<file path="config.mk">
export PLATFORM = sky130hd
export DESIGN_NAME = json_string_escape_utf8_sanitize
export DESIGN_NICKNAME = d
export VERILOG_FILES = /design/src/hdl/jsesc_pkg.sv /design/src/hdl/jsesc_front.sv /design/src/hdl/jsesc_queue.sv /design/src/hdl/jsesc_back.sv /design/src/hdl/json_string_escape_utf8_sanitize.sv
export SDC_FILE = /design/constraint.sdc
export NUM_CORES = 1
export LEC_CHECK = 0
export ABC_AREA = 0
export BUFFER_PORTS_ARGS = -buffer_cell sky130_fd_sc_hd__buf_2
export CORE_ASPECT_RATIO = 1.75
export CORE_MARGIN = 4
export CORE_UTILIZATION = 51
export DETAILED_ROUTE_END_ITERATION = 10
export PLACE_DENSITY = 0.75
export SLEW_MARGIN = 5
export SYNTH_ARGS = -nofsm -noshare
export SYNTH_HDL_FRONTEND = slang
export SYNTH_SLANG_ARGS = --single-unit
</file>
<file path="constraint.sdc">
create_clock -name clock -period 5.8 [get_ports clock]
set_input_delay 0.29 -clock clock [delete_from_list [all_inputs] [get_ports clock]]
set_output_delay 0.29 -clock clock [all_outputs]
set_load 0.03 [all_outputs]
</file>
<file path="src/hdl/jsesc_pkg.sv">
package jsesc_pkg;

   // Byte classes of UTF-8 and JSON
   localparam logic [7:0] LEAD_MIN   = 8'hC2;
   localparam logic [7:0] LEAD_END   = 8'hF5;
   localparam logic [7:0] LEAD3_MIN  = 8'hE0;
   localparam logic [7:0] LEAD4_MIN  = 8'hF0;
   localparam logic [7:0] CONT_MASK  = 8'hC0;
   localparam logic [7:0] CONT_VAL   = 8'h80;
   localparam logic [7:0] CTRL_END   = 8'h20;
   localparam logic [7:0] CHR_QUOTE  = 8'h22;
   localparam logic [7:0] CHR_BSLASH = 8'h5C;
   localparam logic [7:0] CHR_U      = 8'h75;
   localparam logic [7:0] CHR_ZERO   = 8'h30;
   localparam logic [7:0] CHR_F      = 8'h66;
   localparam logic [7:0] CHR_D      = 8'h64;

   // Byte counts of the escape units
   localparam logic [2:0] LEN_RAW   = 3'd1;
   localparam logic [2:0] LEN_SHORT = 3'd2;
   localparam logic [2:0] LEN_UESC  = 3'd6;

   // Main unit of a job, sent after its replacement escapes
   typedef enum logic [2:0] {
      KIND_NONE,
      KIND_RAW,
      KIND_SHORT,
      KIND_UHEX,
      KIND_SEQ
   } kind_type;

   // One queued job: n_repl times \ufffd, then the main unit
   typedef struct packed {
      logic            last;
      logic [2:0]      n_repl;
      kind_type        kind;
      logic [7:0]      chr;
      logic [2:0]      seq_len;
      logic [2:0][7:0] pend;
   } job_type;

   function automatic logic [2:0] lead_len(input logic [7:0] c);
      logic [2:0] len;
      if (c < LEAD3_MIN) begin
         len = 3'd2;
      end else if (c < LEAD4_MIN) begin
         len = 3'd3;
      end else begin
         len = 3'd4;
      end
      return len;
   endfunction

   function automatic logic [7:0] hex_digit(input logic [3:0] n);
      logic [7:0] d;
      if (n < 4'd10) begin
         d = 8'h30 + {4'd0, n};
      end else begin
         d = 8'h57 + {4'd0, n};
      end
      return d;
   endfunction

   // Second byte of a short escape, zero when the byte has none
   function automatic logic [7:0] short_char(input logic [7:0] c);
      logic [7:0] s;
      case (c)
         8'h22:   s = 8'h22;
         8'h5C:   s = 8'h5C;
         8'h08:   s = 8'h62;
         8'h0C:   s = 8'h66;
         8'h0A:   s = 8'h6E;
         8'h0D:   s = 8'h72;
         8'h09:   s = 8'h74;
         default: s = 8'h00;
      endcase
      return s;
   endfunction

   // \ufffd, byte by byte
   function automatic logic [7:0] repl_byte(input logic [2:0] idx);
      logic [7:0] b;
      case (idx)
         3'd0:    b = CHR_BSLASH;
         3'd1:    b = CHR_U;
         3'd2:    b = CHR_F;
         3'd3:    b = CHR_F;
         3'd4:    b = CHR_F;
         default: b = CHR_D;
      endcase
      return b;
   endfunction

   // \u00xx, byte by byte
   function automatic logic [7:0] uhex_byte(input logic [7:0] c, input logic [2:0] idx);
      logic [7:0] b;
      case (idx)
         3'd0:    b = CHR_BSLASH;
         3'd1:    b = CHR_U;
         3'd2:    b = CHR_ZERO;
         3'd3:    b = CHR_ZERO;
         3'd4:    b = hex_digit(c[7:4]);
         default: b = hex_digit(c[3:0]);
      endcase
      return b;
   endfunction

endpackage

</file>
<file path="src/hdl/jsesc_front.sv">
module jsesc_front import jsesc_pkg::*; (
   input  logic       clock,
   input  logic       reset,
   input  logic       accept,
   input  logic [7:0] in_byte,
   input  logic       in_last,
   output logic       push,
   output job_type    job
);

   logic [2:0][7:0] pend_ff;
   logic [1:0]      pc_ff, pc_in;
   logic [2:0]      el_ff, el_in;
   logic            wr_en;
   logic [1:0]      wr_idx;
   logic            cont;
   logic            has_out;

   assign cont = (in_byte & CONT_MASK) == CONT_VAL;

   // Classify the byte and work out the pending sequence
   always_comb begin
      job.last    = in_last;
      job.n_repl  = 3'd0;
      job.kind    = KIND_NONE;
      job.chr     = in_byte;
      job.seq_len = 3'd0;
      job.pend    = pend_ff;
      pc_in       = pc_ff;
      el_in       = el_ff;
      wr_en       = 1'b0;
      wr_idx      = pc_ff;
      if (pc_ff != 2'd0 && cont) begin
         if ({1'b0, pc_ff} + 3'd1 >= el_ff) begin
            job.kind    = KIND_SEQ;
            job.seq_len = {1'b0, pc_ff} + 3'd1;
            pc_in       = 2'd0;
            el_in       = 3'd0;
         end else begin
            wr_en = 1'b1;
            pc_in = pc_ff + 2'd1;
         end
      end else begin
         // flush whatever was held, then treat the byte as fresh
         job.n_repl = {1'b0, pc_ff};
         pc_in      = 2'd0;
         el_in      = 3'd0;
         if (in_byte[7]) begin
            if (in_byte >= LEAD_MIN && in_byte < LEAD_END) begin
               wr_en  = 1'b1;
               wr_idx = 2'd0;
               pc_in  = 2'd1;
               el_in  = lead_len(in_byte);
            end else begin
               job.n_repl = job.n_repl + 3'd1;
            end
         end else if (in_byte >= CTRL_END && in_byte != CHR_QUOTE &&
                      in_byte != CHR_BSLASH) begin
            job.kind = KIND_RAW;
         end else if (short_char(in_byte) != 8'h00) begin
            job.kind = KIND_SHORT;
         end else begin
            job.kind = KIND_UHEX;
         end
      end
      // string end flushes an open sequence
      if (in_last) begin
         job.n_repl = job.n_repl + {1'b0, pc_in};
         pc_in      = 2'd0;
         el_in      = 3'd0;
      end
   end

   assign has_out = job.n_repl != 3'd0 || job.kind != KIND_NONE;
   assign push    = accept && has_out;

   // Sequence state
   always_ff @(posedge clock) begin
      if (reset) begin
         pc_ff <= 2'd0;
         el_ff <= 3'd0;
      end else if (accept) begin
         pc_ff <= pc_in;
         el_ff <= el_in;
      end
   end

   // Held bytes of an open sequence
   always_ff @(posedge clock) begin
      if (accept && wr_en) begin
         pend_ff[wr_idx] <= in_byte;
      end
   end

   a_pend_short: assert property (@(posedge clock) disable iff (reset)
      pc_ff != 2'd0 |-> {1'b0, pc_ff} < el_ff)
      else $error("held count not below sequence length");

   a_idle_len: assert property (@(posedge clock) disable iff (reset)
      pc_ff == 2'd0 |-> el_ff == 3'd0)
      else $error("sequence length left without held bytes");

endmodule

</file>
<file path="src/hdl/jsesc_queue.sv">
module jsesc_queue import jsesc_pkg::*; #(
   parameter int DEPTH = 4
) (
   input  logic    clock,
   input  logic    reset,
   input  logic    push,
   input  job_type push_job,
   output logic    push_ready,
   input  logic    pop,
   output logic    head_valid,
   output job_type head_job
);

   localparam int PTR_W = (DEPTH > 1) ? $clog2(DEPTH) : 1;
   localparam int CNT_W = $clog2(DEPTH + 1);

   job_type            mem_ff [DEPTH];
   logic [PTR_W-1:0]   wr_ptr_ff, wr_ptr_in;
   logic [PTR_W-1:0]   rd_ptr_ff, rd_ptr_in;
   logic [CNT_W-1:0]   cnt_ff, cnt_in;
   logic               do_push, do_pop;

   assign push_ready = cnt_ff != CNT_W'(DEPTH);
   assign head_valid = cnt_ff != '0;
   assign head_job   = mem_ff[rd_ptr_ff];
   assign do_push    = push && push_ready;
   assign do_pop     = pop && head_valid;

   // Pointer and fill count
   always_comb begin
      wr_ptr_in = wr_ptr_ff;
      rd_ptr_in = rd_ptr_ff;
      cnt_in    = cnt_ff;
      if (do_push) begin
         wr_ptr_in = (wr_ptr_ff == PTR_W'(DEPTH - 1)) ? '0 : wr_ptr_ff + 1'b1;
      end
      if (do_pop) begin
         rd_ptr_in = (rd_ptr_ff == PTR_W'(DEPTH - 1)) ? '0 : rd_ptr_ff + 1'b1;
      end
      if (do_push && !do_pop) begin
         cnt_in = cnt_ff + 1'b1;
      end else if (do_pop && !do_push) begin
         cnt_in = cnt_ff - 1'b1;
      end
   end

   always_ff @(posedge clock) begin
      if (reset) begin
         wr_ptr_ff <= '0;
         rd_ptr_ff <= '0;
         cnt_ff    <= '0;
      end else begin
         wr_ptr_ff <= wr_ptr_in;
         rd_ptr_ff <= rd_ptr_in;
         cnt_ff    <= cnt_in;
      end
   end

   // Job storage
   always_ff @(posedge clock) begin
      if (do_push) begin
         mem_ff[wr_ptr_ff] <= push_job;
      end
   end

endmodule

</file>
<file path="src/hdl/jsesc_back.sv">
module jsesc_back import jsesc_pkg::*; (
   input  logic        clock,
   input  logic        reset,
   input  logic [15:0] capacity,
   input  logic        head_valid,
   input  job_type     head_job,
   output logic        pop,
   output logic        rsp_tvalid,
   input  logic        rsp_tready,
   output logic [7:0]  rsp_tdata,
   output logic        rsp_tlast,
   output logic [1:0]  rsp_tuser
);

   logic [2:0]  rep_cnt_ff, rep_cnt_in;
   logic [2:0]  byte_cnt_ff, byte_cnt_in;
   logic [16:0] written_ff, written_in;
   logic        ovf_ff, ovf_in;
   logic        out_valid_ff;
   logic [7:0]  out_byte_ff;
   logic        out_run_ff, out_str_ff, out_ovf_ff;

   logic        in_repl;
   logic [2:0]  main_len, unit_len;
   logic [7:0]  main_byte, cur_byte;
   logic        unit_done, job_done, fire, first, exceed, ovf_now;
   logic [16:0] written_sum;

   assign in_repl = rep_cnt_ff < head_job.n_repl;

   // Main unit byte and length
   always_comb begin
      case (head_job.kind)
         KIND_RAW: begin
            main_len  = LEN_RAW;
            main_byte = head_job.chr;
         end
         KIND_SHORT: begin
            main_len  = LEN_SHORT;
            main_byte = (byte_cnt_ff == 3'd0) ? CHR_BSLASH : short_char(head_job.chr);
         end
         KIND_UHEX: begin
            main_len  = LEN_UESC;
            main_byte = uhex_byte(head_job.chr, byte_cnt_ff);
         end
         KIND_SEQ: begin
            main_len  = head_job.seq_len;
            main_byte = (byte_cnt_ff == head_job.seq_len - 3'd1) ? head_job.chr
                                                               : head_job.pend[byte_cnt_ff[1:0]];
         end
         default: begin
            main_len  = LEN_UESC;
            main_byte = repl_byte(byte_cnt_ff);
         end
      endcase
   end

   assign unit_len = in_repl ? LEN_UESC : main_len;
   assign cur_byte = in_repl ? repl_byte(byte_cnt_ff) : main_byte;
   assign unit_done = byte_cnt_ff == unit_len - 3'd1;
   assign job_done  = unit_done && (!in_repl ||
                      (rep_cnt_ff + 3'd1 == head_job.n_repl && head_job.kind == KIND_NONE));
   assign fire      = head_valid && (!out_valid_ff || rsp_tready);
   assign pop       = fire && job_done;

   // Capacity check at the first byte of each unit
   assign first       = byte_cnt_ff == 3'd0;
   assign written_sum = written_ff + 17'(unit_len);
   assign exceed      = ovf_ff || written_sum > {1'b0, capacity};
   assign ovf_now     = first ? exceed : ovf_ff;

   always_comb begin
      rep_cnt_in  = rep_cnt_ff;
      byte_cnt_in = byte_cnt_ff;
      written_in  = written_ff;
      ovf_in      = ovf_ff;
      if (fire) begin
         if (first) begin
            if (exceed) begin
               ovf_in = 1'b1;
            end else begin
               written_in = written_sum;
            end
         end
         if (unit_done) begin
            byte_cnt_in = 3'd0;
            rep_cnt_in  = in_repl ? rep_cnt_ff + 3'd1 : rep_cnt_ff;
         end else begin
            byte_cnt_in = byte_cnt_ff + 3'd1;
         end
         if (job_done) begin
            rep_cnt_in = 3'd0;
            if (head_job.last) begin
               written_in = 17'd0;
               ovf_in     = 1'b0;
            end
         end
      end
   end

   always_ff @(posedge clock) begin
      if (reset) begin
         rep_cnt_ff  <= 3'd0;
         byte_cnt_ff <= 3'd0;
         written_ff  <= 17'd0;
         ovf_ff      <= 1'b0;
      end else begin
         rep_cnt_ff  <= rep_cnt_in;
         byte_cnt_ff <= byte_cnt_in;
         written_ff  <= written_in;
         ovf_ff      <= ovf_in;
      end
   end

   // Output register
   always_ff @(posedge clock) begin
      if (reset) begin
         out_valid_ff <= 1'b0;
      end else if (fire) begin
         out_valid_ff <= 1'b1;
      end else if (rsp_tready) begin
         out_valid_ff <= 1'b0;
      end
   end

   always_ff @(posedge clock) begin
      if (fire) begin
         out_byte_ff <= cur_byte;
         out_run_ff  <= job_done;
         out_str_ff  <= job_done && head_job.last;
         out_ovf_ff  <= ovf_now;
      end
   end

   assign rsp_tvalid = out_valid_ff;
   assign rsp_tdata  = out_byte_ff;
   assign rsp_tlast  = out_run_ff;
   assign rsp_tuser  = {out_ovf_ff, out_str_ff};

   a_rep_bound: assert property (@(posedge clock) disable iff (reset)
      head_valid |-> rep_cnt_ff <= head_job.n_repl)
      else $error("replacement count past job");

   a_byte_bound: assert property (@(posedge clock) disable iff (reset)
      head_valid |-> byte_cnt_ff < unit_len)
      else $error("byte index past unit");

   a_ovf_sticky: assert property (@(posedge clock) disable iff (reset)
      ovf_ff && !(pop && head_job.last) |=> ovf_ff)
      else $error("overflow cleared inside a string");

endmodule

</file>
<file path="src/hdl/json_string_escape_utf8_sanitize.sv">
// An accepted byte is held in the sequence state or as a job in a queue slot, then its
// escaped bytes pass through the output register to rsp.
// Throughput: one input byte per cycle while each byte gives one output byte and
// the queue has room; the back end sends one output byte per cycle while rsp_tready
// is high, so an expanding byte holds it back; QUEUE_DEPTH jobs buffer the front end.
// Reset: synchronous, active high; clears the queue, sequence state, byte count,
// overflow flag, and sets the capacity register to 65535.
module json_string_escape_utf8_sanitize import jsesc_pkg::*; #(
   parameter int QUEUE_DEPTH = 4
) (
   input  logic        clock,
   input  logic        reset,
   input  logic        req_tvalid,
   output logic        req_tready,
   input  logic [7:0]  req_tdata,   // [7:0] in_byte
   input  logic        req_tlast,   // last_of_string
   output logic        rsp_tvalid,
   input  logic        rsp_tready,
   output logic [7:0]  rsp_tdata,   // [7:0] out_byte
   output logic        rsp_tlast,   // run_end
   output logic [1:0]  rsp_tuser,   // [0] string_end, [1] overflow
   input  logic        csr_tvalid,
   output logic        csr_tready,
   input  logic [15:0] csr_tdata    // [15:0] output_capacity
);

   logic        accept;
   logic        push, push_ready, pop, head_valid;
   job_type     push_job, head_job;
   logic [15:0] capacity_ff;

   // Capacity register
   assign csr_tready = 1'b1;

   always_ff @(posedge clock) begin
      if (reset) begin
         capacity_ff <= 16'hFFFF;
      end else if (csr_tvalid && csr_tready) begin
         capacity_ff <= csr_tdata;
      end
   end

   assign req_tready = push_ready;
   assign accept     = req_tvalid && req_tready;

   jsesc_front u_front (
      .clock   (clock),
      .reset   (reset),
      .accept  (accept),
      .in_byte (req_tdata),
      .in_last (req_tlast),
      .push    (push),
      .job     (push_job)
   );

   jsesc_queue #(
      .DEPTH (QUEUE_DEPTH)
   ) u_queue (
      .clock      (clock),
      .reset      (reset),
      .push       (push),
      .push_job   (push_job),
      .push_ready (push_ready),
      .pop        (pop),
      .head_valid (head_valid),
      .head_job   (head_job)
   );

   jsesc_back u_back (
      .clock      (clock),
      .reset      (reset),
      .capacity   (capacity_ff),
      .head_valid (head_valid),
      .head_job   (head_job),
      .pop        (pop),
      .rsp_tvalid (rsp_tvalid),
      .rsp_tready (rsp_tready),
      .rsp_tdata  (rsp_tdata),
      .rsp_tlast  (rsp_tlast),
      .rsp_tuser  (rsp_tuser)
   );

endmodule

</file>
* Yosys cells after proc, flatten, opt, wreduce, memory -nomap -nowiden *
Memory sizes are Yosys's and may differ from the RTL's. A register that Yosys moved wholly into a read port is not among the register bits.
Index checks and enable logic that the tools add are counted.
W data, S select, Z words.

word-level totals
  register bits = 88
  latch bits = 0
  bits in writable memories = 168
  ROM bits = 0
  input port bits = 30
  output and inout port bits = 14
  word-level logic and storage cells = 193
  memories kept = 1

memories
  memory          depth  width  read ports  clocked after Yosys merged registers in  wr ports  RTL line           text
  u_queue.mem_ff  4      42     1           1                                        1         jsesc_queue.sv:17  job_type mem_ff [DEPTH];

operators by class
  $add $sub $neg = 16
  multiply operators = 0
  divide/modulo/power cells = 0
  magnitude comparators = 13
  equal/unequal tests = 32
  shift operators = 0
  mux-type cells = 73
  bitwise operators = 0
  reduce and logical (&&, ||, !) cells = 40

operators with widths
  kind                   number
  $pmux W7 S7            2
  $eq A8 B4 Y1 const B   10
  $mux W8                9
  $mux W3                23
  $mux W17               4
  $pmux W8 S4            2
  $bwmux W24             1
  $lt A8 B8 Y1 const B   3
  $mux W2                12
  $pmux W6 S3            1
  $add A17 B3 Y17        1
  $gt A17 B16 Y1         1
  $logic_and A1 B1 Y1    17
  $add A7 B4 Y8 const A  2
  $bmux W8 S2            1
  $demux W8 S2           1
  $eq A8 B6 Y1 const B   2
  $eq A8 B7 Y1 const B   2
  $mux W1                15
  $add A6 B4 Y7 const A  2
  $eq A3 B2 Y1 const B   4
  $reduce_bool A2 Y1     5
  $add A3 B1 Y3 const B  3
  $eq A3 B3 Y1           3
  28 further kinds       48

* Depth between registers and ports, before layout *
Gate-level depths: netlist of run 1.

  depth in word-level cells = 19
  gate-level depth with buffers = 26
  mapped depth without buffers = 22

* Hierarchy *
A second synthesis of run 1 with hierarchy kept.

second synthesis, totals
  cell total of the unflattened synthesis = 898
  area total of the unflattened synthesis = 12170.4 um2

by module, submodules not included
  module                            instances  cells an instance  area an instance (um2)  seq. area each (um2)
  jsesc_queue                       1          268                6530.0                  5225.0
  jsesc_back                        1          445                3502.1                  830.8
  jsesc_front                       1          129                1521.5                  820.8
  json_string_escape_utf8_sanitize  1          56                 616.8                   320.3

* Worst setup path after synthesis of run 1 *
No wires, ideal clock.

  kind = register to register
  from = register with a tool-made name
  to = register u_back.written_ff[0]
  library setup time = 0.059 ns
  arrival = 6.189 ns
  data required time = 5.741 ns
  path slack = -0.447 ns
  cell stages (with the launch flop) = 27
  buffers on the path = 5
  clock period less this slack = 6.247 ns
  path through = dfxtp_1 buf_6 buf_4 buf_2 buf_4 buf_2 mux4_2 ha_1 nand3b_1 a21oi_1 o21a_1 ha_1 inv_1 fa_1 nor2b_1 o2111ai_1 or2_2 nor2_1 xor2_1 ha_1 a21o_1 a21oi_1 o221ai_1 a211oi_1 o21a_1 nand4_2 a2bb2o_1

RTL lines
  element               RTL line           text
  to (signal assigned)  jsesc_back.sv:110  written_ff <= written_in;
  to (decl)             jsesc_back.sv:17   logic [16:0] written_ff, written_in;

==> results summary, run 1 <==
The path with the worst hold slack has its endpoint at u_back.rsp_tvalid$_SDFFE_PP0P_. VDD sags by at most between 0.2 and 0.3 mV. Counting tap cells, the placed design contains a total of ~1200 instances. The routability-driven placement congestion ratio is between 0.9 and 1. The hold path depth came out at 4. The max-cap check violation count is 0. The number of distinct library cells after synthesis is 74. The sum of net half-perimeters after detailed placement came out at between 15000 and 20000 µm. The max-slew headroom at the worst pin came out at 0.227. The net count of the mapped netlist came out at 988.

For this run, the total global-route usage over all layers was measured as 0.198. Of all nets on the critical path, the largest fanout is 17. Clock skew on the completed layout was measured at approximately 0.021 ns. The proportion of netlist area held by the largest area contributor is 0.506. The number of hold violations in the final report came out at 0. The number of antenna-violating nets in the routed design is 0. The actual transition at the worst max-transition pin came out at approximately 1.2 ns.

The number of detailed-routing iterations run before antenna repair came out at 5. For this design the ratio of total power to cell area is roughly 340 nW/µm². Yosys attributes the largest share of cell area to edfxtp_1 (51%), dfxtp_1 (9.1%), mux4_2 (7.8%), ha_1 (5.2%), nand2_1 (2.2%).

The compound-cell area share of the yosys netlist came to 0.103. The worst-case setup slack after placement came out at 0.248 ns. The data arrival at the endpoint of the critical path is 5.89 ns.

The highest attainable clock frequency is about 190 MHz. The global-route wire length before repair is slightly above 40000 µm. The detailed router put a total of 9160 µm of wire on met1. The number of antenna diodes in the final layout is 0. Wire segments on met3 add up to approximately 1100 µm in the final route. The final standard cell count with taps included and fillers excluded came out at approximately 1300.

The detail-routed net length per standard cell came out at around 20 µm. The final setup violation count came out at 0. For this design the static power due to leakage is roughly 5 nW. The residual overflow from global routing is 0. The number of synthesized register bits came out at between 200 and 300.

The tightest hold margin is 0.0228 ns. The number of nets in the layout is about 1100. The Yosys warning count came out at 0. The startpoint-to-endpoint class of the critical path is reg -> reg. In the routed design, unresolved DRC markers number 0. The die is 211 µm tall.

The async set or reset register ratio after synthesis is 0. For the worst setup path, the data required time is 6.29 ns. The via count of the first global-routing pass came out at 7864.

From synthesis to final layout, the design area changed by 13.0%. The total clock sinks came out at roughly 260. The violation count after the first detailed-routing iteration came out at between 400 and 500. The area share of fa/ha/maj cells after synthesis is 0.0569. Dividing the final minimum period by the clock period gives 0.931. The run finished with clean final reports. After layout, the design draws a total of about 4.6 mW. The endpoint identified for the worst register-to-register timing path is u_back.written_ff[0]$_SDFFE_PP0P_. Sorting the synthesized cells by how often they occur yields edfxtp_1 (203), nand2_1 (70), inv_1 (65). The clock edge transition at the registers on the reported setup and hold paths is 0.07 ns. The share of layout cells above drive strength 1 is 0.171. edfxtp_1 is the most common cell in the netlist. The region available for standard cell placement spans between 20000 and 25000 µm². Clock tree synthesis inserted a total of 24 buffers.

After filler insertion, the fill cell instance count of the layout stands at ~1800. Of the total synthesized cell area, the portion taken by XOR and XNOR cells is 0.0211. After synthesis, the largest family of logic cells by area is compound AO/OA/AOI/OAI gates. Of the total synthesized cell area, the portion taken by AND, OR, NAND and NOR gates is 0.0921. The depth of the worst register-to-register path is 20. The slack of the critical path is around 0.4 ns. The number of synthesized flops with an enable pin is just over 200.

The initial antenna violation count was 0. The site row count came out at 74. The launch instance of the worst min-delay path is rsp_tready. Input and output buffers added on the ports amount to between 40 and 50. The sum of met2 wire segment lengths after detailed routing is roughly 14000 µm. The worst-case register-to-register setup slack came out at slightly below 0.4 ns. The starting density of the core is 0.517. The worst hold path belongs to the class in -> reg. The x dimension of the die came out at approximately 120 µm.

The maximum clock insertion buffer count is 3. The total count of max-transition violations in the final report came out at 0. The CTS H-tree depth came out at 1.

The synthesized netlist occupies a cell area of ~12000 µm². The gate count after technology mapping is between 900 and 1000. TritonCTS built the clock tree. The critical path startpoint category is a register. The total detailed-routing wirelength is 26000 µm. The endpoint type of the worst setup path is a register. The full die area came out at 26300 µm². Adding up every negative setup slack in the final design gives 0 ns. The largest net degree at the start of global routing came out at 43. The clock latency at the later pin of the worst-skew pair came out at 0.54 ns. The mux cell area share after synthesis came out at 0.0935. The top layer used by detailed routing is met4. The biggest area contributor in the post-synthesis netlist is edfxtp_1. The sequential fraction of the synthesis area is 0.597. Pin placement for this block handled 44 I/O pins. After layout, the minimum clock period comes to ~5.4 ns. Setup repair after global routing left no endpoint under its margin. The via total after detailed routing is 7617. The synthesized area divided by synthesized cell count is approximately 13 µm².

The dominant register cell in the synthesized netlist is edfxtp_1. The mean number of vias per cell is slightly below 6. In this run the clock root is driven by a clkbuf_16.
## worst max path at each step
stage                         from                            endpoint  slack (ns)
final                     register   u_back.written_ff[0]$_SDFFE_PP0P_        0.40
after global routing      register   u_back.written_ff[0]$_SDFFE_PP0P_        0.04
after CTS                 register   u_back.written_ff[6]$_SDFFE_PP0P_        0.16
after detailed placement  register  u_back.written_ff[12]$_SDFFE_PP0P_        0.25
after global placement    register   u_back.written_ff[0]$_SDFFE_PP0P_        0.45
after floorplan           register   u_back.written_ff[0]$_SDFFE_PP0P_        0.04
## registers in the layout, summed over array words and instances (netlist names), 3 cells and up, named ones only
register            count
u_back.rsp_tdata        8
u_front.el_ff           3
u_queue.cnt_ff          3
u_back.written_ff      17
u_back.rep_cnt_ff       3
capacity_ff            16
u_back.byte_cnt_ff      3
u_front.job            24
u_queue.mem_ff        168
## repair_timing
action	CTS	global route
gates resized for setup	0	11
hold buffers	16	0
buffers inserted	0	2
setup endpoints to repair	0	17
endpoints found under the hold margin	16	0
## per-stage QoR
step           cell area [µm²]  utilization
6_report                 13600        0.584
5_1_grt                  13600        0.584
4_1_cts                  13600        0.582
3_5_place_dp             12600        0.540
3_3_place_gp             12600        0.540
2_1_floorplan            12100            -
## critical path, cell delays in order, from the launching register on
cell,delay [ns]
dfxtp_4,0.41
buf_4,0.19
mux4_2,0.67
and3b_1,0.31
o21a_1,0.15
ha_1,0.17
inv_1,0.05
fa_1,0.41
nor2b_2,0.17
o2111ai_1,0.18
or2_2,0.38
nor2_1,0.14
xor2_1,0.23
ha_1,0.31
a21o_1,0.20
a21oi_1,0.13
o221ai_1,0.16
a211oi_2,0.29
o21a_2,0.28
nand4_4,0.21
a2bb2o_1,0.31
## cell usage in the layout (no fill, tap or decap), types with 16 or more instances in the layout
master	synthesis	routed
a21oi_1	41	39
buf_2	6	42
buf_4	7	17
clkbuf_16	0	24
dfxtp_1	55	53
dlygate4sd3_1	0	16
edfxtp_1	203	203
ha_1	50	50
inv_1	65	65
mux2i_1	17	17
mux4_2	42	42
nand2_1	70	70
nand3_1	19	18
nor2_1	47	47
o211ai_1	17	17
o21ai_0	29	28
xnor2_1	22	22
## layout make-up
type | count | area [µm²] | share of cell area
sequential | 258 | 7200 | 0.529
multi-input combinational | 543 | 4470 | 0.328
clock buffer | 24 | 601 | 0.0441
timing repair buffer | 75 | 498 | 0.0366
tap | 304 | 380 | 0.0279
inverter | 67 | 251 | 0.0185
clock inverter | 19 | 213 | 0.0156
## per-layer routing
metal | GRT usage | up-vias
li1 | - | 3576
met3 | 0.0280 | 82
met2 | 0.383 | 227
met1 | 0.206 | 3732
met5 | 0 | -
met4 | 0.101 | 0
## logic make-up after synthesis
| kind of cell | count (synthesis) |
|---|---|
| AOI/OAI and AO/OA | 180 |
| DFF | 258 |
| buffers and inverters | 104 |
| adders and majority gates | 53 |
| other | 1 |
| muxes | 60 |
| xor gates and xnor gates | 29 |
| and+or+nand+nor | 220 |
## power breakdown
group / leakage [nW] / internal, mW / switching (mW) / total, mW
combinational: 2.28 / 0.291 / 0.548 / 0.839
sequential: 2.31 / 2.12 / 0.0617 / 2.18
clock: 0.397 / 0.909 / 0.696 / 1.60
Power figures use the tool's default switching activity.
==> inputs of run 2 (changes only) <==
--- a/config.mk
+++ b/config.mk
@@ -7,11 +7,13 @@
 export LEC_CHECK = 0
 export ABC_AREA = 0
 export BUFFER_PORTS_ARGS = -buffer_cell sky130_fd_sc_hd__buf_2
+export CELL_PAD_IN_SITES_DETAIL_PLACEMENT = 1
+export CELL_PAD_IN_SITES_GLOBAL_PLACEMENT = 1
 export CORE_ASPECT_RATIO = 1.75
 export CORE_MARGIN = 4
-export CORE_UTILIZATION = 51
+export CORE_UTILIZATION = 47
 export DETAILED_ROUTE_END_ITERATION = 10
-export PLACE_DENSITY = 0.75
+export PLACE_DENSITY = 0.81
 export SLEW_MARGIN = 5
 export SYNTH_ARGS = -nofsm -noshare
 export SYNTH_HDL_FRONTEND = slang
==> run 2 against run 1 <==
Effect of this change: wire length increased by 14%; final cell count increased by 1.5%; sequential power about the same; via count increased by 1.3%; first-iteration DRC count decreased by 20%; global-route usage increased by 1.4 points; sequential share of layout area decreased by 0.18 points; critical path type unchanged; worst setup slack got worse by 0.045 ns; sequential cell count unchanged; power decreased by 1.3%; clock skew increased by 0.010 ns; core utilization decreased by 4.2 points.
==> results summary, run 2 (synthesis results as in run 1) <==
The critical path startpoint category was a register (unchanged). The path category of the worst min-delay check is in -> reg (unchanged). The actual transition at the worst max-transition pin is 1.12 ns (was 1.15 ns). The worst-case register-to-register setup slack is 0.35 ns (was 0.40 ns). The number of flip-flops under the largest register name came out at 168 (unchanged). The mean number of vias per cell came out at 5.89 (was 5.90).

The global-route wire length before repair is 46100 µm (was 41400 µm). The die height came out at 220 µm (was 211 µm). The number of antenna-violating nets in the routed design is 0 (unchanged). The routability-driven placement congestion ratio is 0.886 (was 0.937). The number of detailed-routing iterations run before antenna repair is 5 (unchanged). The synthesis-to-finish area growth is 13.4% (was 13.0%). The total clock sinks is 258 (unchanged). The maximum vdd ir drop came out at 0.283 mV (was 0.277 mV). The largest net degree at the start of global routing came to 43 (unchanged). The total detailed-routing wirelength came out at 29500 µm (was 26000 µm).

The initial antenna violation count is 0 (unchanged). The worst path buffer plus inverter count came out at 2 (unchanged). The clock skew is 0.0313 ns (was 0.0212 ns). The number of fill cells was 2519 (was 1834). The tightest hold margin is 0.0419 ns (was 0.0228 ns). The leakage power of the design came out at 4.99 nW (was 4.98 nW). The site row count came out at 77 (was 74). The starting density of the core came out at 0.477 (was 0.517). The capturing point of the worst reg2reg path is u_back.written_ff[3]$_SDFFE_PP0P_ (was u_back.written_ff[0]$_SDFFE_PP0P_). The total net switching power came out at 1.32 mW (was 1.31 mW). Setup repair after global routing missed its margin: no (unchanged). The clock edge transition at the registers on the reported setup and hold paths came to 0.07 ns (about the same). The part of the total power dissipated in sequential elements was 0.479 (was 0.472).

The placeable core region is 25200 µm² (was 23300 µm²). The number of buffers inserted by port buffering is 42 (unchanged). The highest fanout seen on the critical path came out at 17 (unchanged). The cell with the largest stage delay on the worst path was mux4_2 (unchanged). The violation count after the first detailed-routing iteration came out at 391 (was 489). The endpoint type of the worst setup path is a register (unchanged). Most frequent cells in the layout: edfxtp_1 (203), nand2_1 (70), inv_1 (65) (unchanged). The register bank with the most flops is u_queue.mem_ff (unchanged). The highest attainable clock frequency is 184 MHz (was 185 MHz). The antenna diode count came out at 0 (unchanged). The family with the most delay on the worst path is compound AO/OA/AOI/OAI gates (unchanged). The max-slew headroom at the worst pin came out at 0.248 (was 0.227). The most common library cell in the layout ignoring fill and taps is edfxtp_1 (unchanged).

The timing endpoint of the critical path is u_back.written_ff[3]$_SDFFE_PP0P_ (was u_back.written_ff[0]$_SDFFE_PP0P_). The share of the cycle needed by the critical path after routing is 0.939 (was 0.931). The remaining design rule violation count was 0 (unchanged). The switching portion of total power came out at 0.289 (was 0.282). The via count of the first global-routing pass is 8483 (was 7864). The required time of the worst setup path is 6.20 ns (was 6.29 ns). The data arrival at the endpoint of the critical path came out at 5.84 ns (was 5.89 ns). The total routing resource utilization after global routing is 0.212 (was 0.198).

Status: finished, final reports clean (unchanged). The CTS H-tree depth came out at 1 (unchanged). The final setup violation count came out at 0 (unchanged). The longest individual stage delay on the worst path came out at 0.66 ns (was 0.67 ns). The number of nets in the layout came to 1058 (was 1052). The number of hold violations in the final report is 0 (unchanged). The share of layout cells above drive strength 1 came out at 0.177 (was 0.171).

The power per standard cell area is 334 nW/µm² (was 340 nW/µm²). The number of buffers created by CTS is 24 (unchanged). The portion of total power attributed to the clock network is 0.332 (was 0.347). The clock latency at the later pin of the worst-skew pair came out at 0.55 ns (was 0.54 ns). The combinational share of power came out at 0.189 (was 0.181). The sum of negative setup slack came out at 0 ns (unchanged).

The root buffer selected by CTS is clkbuf_16 (unchanged). The internal power consumption came to 3.24 mW (was 3.32 mW). Cell Chain, Critical Path: buf_4 -> mux4_2 -> nor2b_1 -> o21ai_0 -> inv_1 -> fa_1 -> nor2b_2 -> o2111ai_1 -> or2_4 -> nor2_1 -> xor2_1 -> ha_1 -> a21o_1 -> a21oi_2 -> o221ai_2 -> a211oi_2 -> o21ai_2 -> o311ai_0 -> o31ai_2 (was buf_4 -> mux4_2 -> and3b_1 -> o21a_1 -> ha_1 -> inv_1 -> fa_1 -> nor2b_2 -> o2111ai_1 -> or2_2 -> nor2_1 -> xor2_1 -> ha_1 -> a21o_1 -> a21oi_1 -> o221ai_1 -> a211oi_2 -> o21a_2 -> nand4_4 -> a2bb2o_1). The startpoint-to-endpoint class of the critical path is reg -> reg (unchanged).

The sum of net half-perimeters after detailed placement is 20700 µm (was 17900 µm). The detail-routed net length per standard cell was 22.6 µm (was 20.1 µm). The maximum clock insertion buffer count came out at 3 (unchanged). The path length in cells of the critical path is 19 (was 20).

The full die area is 28400 µm² (was 26300 µm²). The max-cap check violation count is 0 (unchanged). The total count of max-transition violations in the final report came to 0 (unchanged). The TritonCTS clock tree was built (unchanged). The depth of the worst register-to-register path came out at 19 (was 20). The residual overflow from global routing is 0 (unchanged).

The via total after detailed routing is 7716 (was 7617). The x dimension of the die came to 129 µm (was 124 µm). The number of ports placed on the die boundary is 44 (unchanged). The final critical path time including I/O delays and setup came out at 5.45 ns (was 5.40 ns).
run 2: changes by cell type in the layout (fill, tap and decap cells not counted), sizes merged:
cell      before  now
clkbuf        24   30
bufinv         3    1
buf           59   65
inv           69   65
clkinvlp       2    3
run 2: worst min-delay path by stage:
stage                                        startpoint                        endpoint  slack, ns  depth (start not counted)
after global routing                         rsp_tready  u_back.rsp_tvalid$_SDFFE_PP0P_       0.05                          4
after detailed placement  u_front.el_ff[1]$_SDFFE_PP0P_   u_front.el_ff[1]$_SDFFE_PP0P_       0.45                          2
after CTS                                    rsp_tready  u_back.rsp_tvalid$_SDFFE_PP0P_       0.03                          4
final                                        rsp_tready  u_back.rsp_tvalid$_SDFFE_PP0P_       0.04                          4
after floorplan                            req_tdata[0]        u_front.job[0]$_DFFE_PP_       0.39                          0
after global placement    u_front.el_ff[1]$_SDFFE_PP0P_   u_front.el_ff[1]$_SDFFE_PP0P_       0.44                          2
run 2: routing by layer:
| layer | part of all wire | global-route usage | vias up |
|---|---|---|---|
| li1 | - | - | 3577 |
| met1 | 0.35 | 0.215 | 3843 |
| met2 | 0.57 | 0.414 | 205 |
| met3 | 0.036 | 0.0260 | 91 |
| met4 | 0.051 | 0.107 | 0 |
| met5 | 0 | 0 | - |
run 2: power groups by stage:
| stage | logic (mW) | clock network, mW | registers [mW] |
|---|---|---|---|
| CTS | 0.850 | 1.55 | 2.19 |
| global route | 0.939 | 1.64 | 2.19 |
| finish | 0.863 | 1.51 | 2.19 |
| detailed placement | 0.835 | 0 | 2.22 |
| floorplan | 0.537 | 0 | 2.24 |
| global placement | 0.811 | 0 | 2.22 |
run 2: per-stage QoR:
stage	worst slack [ns]	std cells	utilization	cell area [µm²]	total power, mW
after floorplan	0.0360	905	-	12100	2.78
after global placement	0.352	1245	0.501	12700	3.03
after detailed placement	0.0230	1245	0.501	12700	3.06
after CTS	0.0735	1305	0.538	13600	4.59
after global routing	0.000616	1309	0.541	13700	4.77
final	0.353	1309	0.541	13700	4.56
run 2: layout make-up:
cell class / instances / area, µm² / area share
sequential: 258 / 7200 / 0.527
multi-input combinational: 543 / 4500 / 0.329
clock buffer: 30 / 633 / 0.0463
timing repair buffer: 81 / 556 / 0.0407
tap: 316 / 395 / 0.0289
inverter: 67 / 251 / 0.0184
clock inverter: 14 / 126 / 0.00925
run 2: repair_timing:
action                                  in CTS  in global routing
gates resized for setup                      2                 15
hold buffers                                16                  0
pin swaps                                    0                  2
endpoints found under the setup margin       5                 19
setup buffers                                0                  4
endpoints found under the hold margin       16                  0
run 2: worst reg2reg max path, delay by kind of cell, from the launching register on:
kind | cells | cell delay (ns)
mux | 1 | 0.66
buf+inv | 2 | 0.27
simple gates | 4 | 0.90
compound gates | 9 | 2.11
flops | 1 | 0.43
xor+xnor | 1 | 0.21
fa+ha+maj | 2 | 0.75
==> inputs of run 3 (changes only) <==
--- a/config.mk
+++ b/config.mk
@@ -11,9 +11,9 @@
 export CELL_PAD_IN_SITES_GLOBAL_PLACEMENT = 1
 export CORE_ASPECT_RATIO = 1.75
 export CORE_MARGIN = 4
-export CORE_UTILIZATION = 47
+export CORE_UTILIZATION = 51
 export DETAILED_ROUTE_END_ITERATION = 10
-export PLACE_DENSITY = 0.81
+export PLACE_DENSITY = 0.84
 export SLEW_MARGIN = 5
 export SYNTH_ARGS = -nofsm -noshare
 export SYNTH_HDL_FRONTEND = slang
==> constraint.sdc (replaced) <==
create_clock -name clock -period 5.3 [get_ports clock]
set_input_delay 0.265 -clock clock [delete_from_list [all_inputs] [get_ports clock]]
set_output_delay 0.265 -clock clock [all_outputs]
set_load 0.03 [all_outputs]
==> run 3 against run 2 <==
Effect of this change: via count rose by 4.0%; global-route usage grew 2.9 points; final cell count barely moved; sequential share of layout area fell by 0.86 points; largest cell class unchanged.
==> results summary, run 3 (synthesis results as in run 1) <==
The CTS H-tree depth is 1 (unchanged). The violation count after the first detailed-routing iteration is 490 (was 391). The worst-case setup slack after placement came out at -0.161 ns (was 0.0230 ns). The number of buffers inserted by port buffering came out at 42 (unchanged). The global-route wire length before repair came out at 49600 µm (was 46100 µm). The longest individual stage delay on the worst path is 0.55 ns (was 0.66 ns). The share of layout cells above drive strength 1 is 0.197 (was 0.177).

The initial antenna violation count came out at 0 (unchanged). The path category of the worst min-delay check is in -> reg (unchanged). The die height came to 211 µm (was 220 µm). Most frequent cells in the layout: edfxtp_1 (203), nand2_1 (70), inv_1 (63) (was edfxtp_1 (203), nand2_1 (70), inv_1 (65)). The maximum vdd ir drop came to 0.291 mV (was 0.283 mV). The full die area was 26300 µm² (was 28400 µm²). The remaining design rule violation count came out at 0 (unchanged). The final critical path time including I/O delays and setup is 5.17 ns (was 5.45 ns). The actual transition at the worst max-transition pin was 1.12 ns (about the same).

The post-detailed-placement cell area came to 12800 µm² (was 12700 µm²). The highest fanout seen on the critical path is 10 (was 17). The site row count came out at 74 (was 77).

The TritonCTS clock tree was built (unchanged). The starting density of the core came out at 0.517 (was 0.477). The via count of the first global-routing pass is 8922 (was 8483). The area used by multi-input combinational logic is 4590 µm² (was 4500 µm²). The number of fill cells came out at 2288 (was 2519). The number of detailed-routing iterations run before antenna repair is 4 (was 5). Cell Chain, Critical Path: mux4_2 -> inv_2 -> ha_1 -> a21oi_1 -> a21oi_2 -> o21ai_0 -> inv_1 -> fa_2 -> nor2b_4 -> o2111ai_4 -> or2_4 -> nor2_2 -> xor2_1 -> ha_1 -> a21o_1 -> a21oi_2 -> o221ai_2 -> a211oi_2 -> o21a_2 -> buf_4 -> a21boi_4 -> a2bb2o_4 (was buf_4 -> mux4_2 -> nor2b_1 -> o21ai_0 -> inv_1 -> fa_1 -> nor2b_2 -> o2111ai_1 -> or2_4 -> nor2_1 -> xor2_1 -> ha_1 -> a21o_1 -> a21oi_2 -> o221ai_2 -> a211oi_2 -> o21ai_2 -> o311ai_0 -> o31ai_2).

The total count of max-transition violations in the final report came out at 0 (unchanged). Status: finished, final reports clean (unchanged). The most common library cell in the layout ignoring fill and taps is edfxtp_1 (unchanged). The startpoint-to-endpoint class of the critical path was reg -> reg (unchanged). The critical path startpoint category is a register (unchanged). The worst path buffer plus inverter count came out at 3 (was 2). The max-slew headroom at the worst pin came out at 0.245 (was 0.248). The highest attainable clock frequency is 193 MHz (was 184 MHz). The placeable core region came out at 23300 µm² (was 25200 µm²). The power per standard cell area is 371 nW/µm² (was 334 nW/µm²). The number of ports placed on the die boundary came out at 44 (unchanged). The number of buffers created by CTS is 24 (unchanged). The total detailed-routing wirelength came out at 31900 µm (was 29500 µm). The clock latency at the later pin of the worst-skew pair was 0.55 ns (about the same).

The largest net degree at the start of global routing came out at 43 (unchanged). The residual overflow from global routing is 0 (unchanged). The number of antenna-violating nets in the routed design came to 0 (unchanged). The x dimension of the die came out at 124 µm (was 129 µm). The slack of the critical path is 0.129 ns (was 0.353 ns). The sequential cell area in the final layout came out at 7200 µm² (unchanged). The root buffer selected by CTS is clkbuf_16 (unchanged). The total clock sinks is 258 (unchanged). The antenna diode count is 0 (unchanged). The area of all placed cells without fillers is 13900 µm² (was 13700 µm²). The sum of net half-perimeters after detailed placement is 21200 µm (was 20700 µm).

The cell with the largest stage delay on the worst path is mux4_2 (unchanged). The maximum clock insertion buffer count was 3 (unchanged). The synthesis-to-finish area growth came out at 15.3% (was 13.4%). The number of hold violations in the final report is 0 (unchanged). The share of the cycle needed by the critical path after routing was 0.976 (was 0.939). The max-cap check violation count came to 0 (unchanged). The family with the most delay on the worst path is compound AO/OA/AOI/OAI gates (unchanged). The detail-routed net length per standard cell came to 24.3 µm (was 22.6 µm). The clock skew is 0.0216 ns (was 0.0313 ns). The via total after detailed routing is 8025 (was 7716). The required time of the worst setup path came to 5.74 ns (was 6.20 ns). The endpoint type of the worst setup path is a register (unchanged). The number of flip-flops under the largest register name came out at 168 (unchanged). The data arrival at the endpoint of the critical path came to 5.61 ns (was 5.84 ns). The number of nets in the layout is 1073 (was 1058). The mean number of vias per cell came out at 6.13 (was 5.89). The leakage power of the design came out at 5.08 nW (was 4.99 nW).

The final setup violation count came out at 0 (unchanged). The total routing resource utilization after global routing came out at 0.240 (was 0.212). The clock edge transition at the registers on the reported setup and hold paths came out at 0.06 ns (was 0.07 ns). The register bank with the most flops is u_queue.mem_ff (unchanged). The routability-driven placement congestion ratio was 0.918 (was 0.886).
[run 3: changes by cell type in the layout (fill, tap and decap cells not counted), sizes merged]
cell	delta
clkinv	-2
clkbuf	-2
bufinv	+2
mux4	+1
buf	+13
dlygate4sd3	+1
[run 3: cell type report]
type | instances | area share
well taps | 304 | 0.0274
repair buffers | 95 | 0.0498
clock inverters | 14 | 0.0114
flip-flops and latches | 258 | 0.519
inverters | 67 | 0.0181
multi-input cells | 544 | 0.330
clock buffers | 28 | 0.0443
[run 3: path summary, 6_finish.rpt]
kind / from / to / slack, ns / depth (start not counted)
setup / recovery: register / u_back.written_ff[0]$_SDFFE_PP0P_ / 0.13 / 22
hold / removal: req_tdata[2] / u_queue.mem_ff[0][29]$_DFFE_PP_ / 0.09 / 1
setup reg to reg: register / u_back.written_ff[0]$_SDFFE_PP0P_ / 0.13 / 22
hold reg to reg: u_front.el_ff[1]$_SDFFE_PP0P_ / u_front.el_ff[1]$_SDFFE_PP0P_ / 0.46 / 2
[run 3: timing repair]
action / in CTS / in global routing
resized for setup: 4 / 16
endpoints found under the setup margin: 18 / 19
gates cloned: 0 / 1
hold endpoints to repair: 17 / 0
hold buffers: 17 / 0
setup buffers: 3 / 9
pin swaps: 2 / 10
[run 3: where the power goes]
| part | total, mW | internal, mW | switching [mW] |
|---|---|---|---|
| combinational | 1.03 | 0.355 | 0.679 |
| sequential | 2.39 | 2.32 | 0.0766 |
| clock | 1.72 | 0.979 | 0.744 |
| total | 5.15 | 3.65 | 1.50 |
[run 3: metal layers]
metal / GRT usage / vias up / routed length [µm]
li1: - / 3616 / -
met1: 0.243 / 4044 / 11000
met2: 0.467 / 255 / 17800
met3: 0.0290 / 110 / 1160
met4: 0.143 / 0 / 1900
met5: 0 / - / 0
[run 3: metrics by stage]
| step | utilization | power (mW) | hold slack (ns) | cells | TNS [ns] |
|---|---|---|---|---|---|
| floorplan | - | 3.05 | 0.364 | 905 | -0.533 |
| global placement | 0.547 | 3.35 | 0.444 | 1238 | 0 |
| detailed placement | 0.547 | 3.40 | 0.453 | 1238 | -1.39 |
| CTS | 0.589 | 5.14 | 0.0778 | 1300 | 0 |
| global route | 0.595 | 5.34 | 0.0875 | 1310 | -0.321 |
| finish | 0.595 | 5.15 | 0.0924 | 1310 | 0 |
[run 3: worst reg2reg max path: cells and delay by family, from the launching register on]
kind                       cells  cell delay, ns
AOI/OAI and AO/OA             11            1.99
adders and majority gates      3            0.95
and+or+nand+nor                3            0.59
muxes                          1            0.55
DFF                            1            0.40
buffers and inverters          3            0.37
xor gates and xnor gates       1            0.24
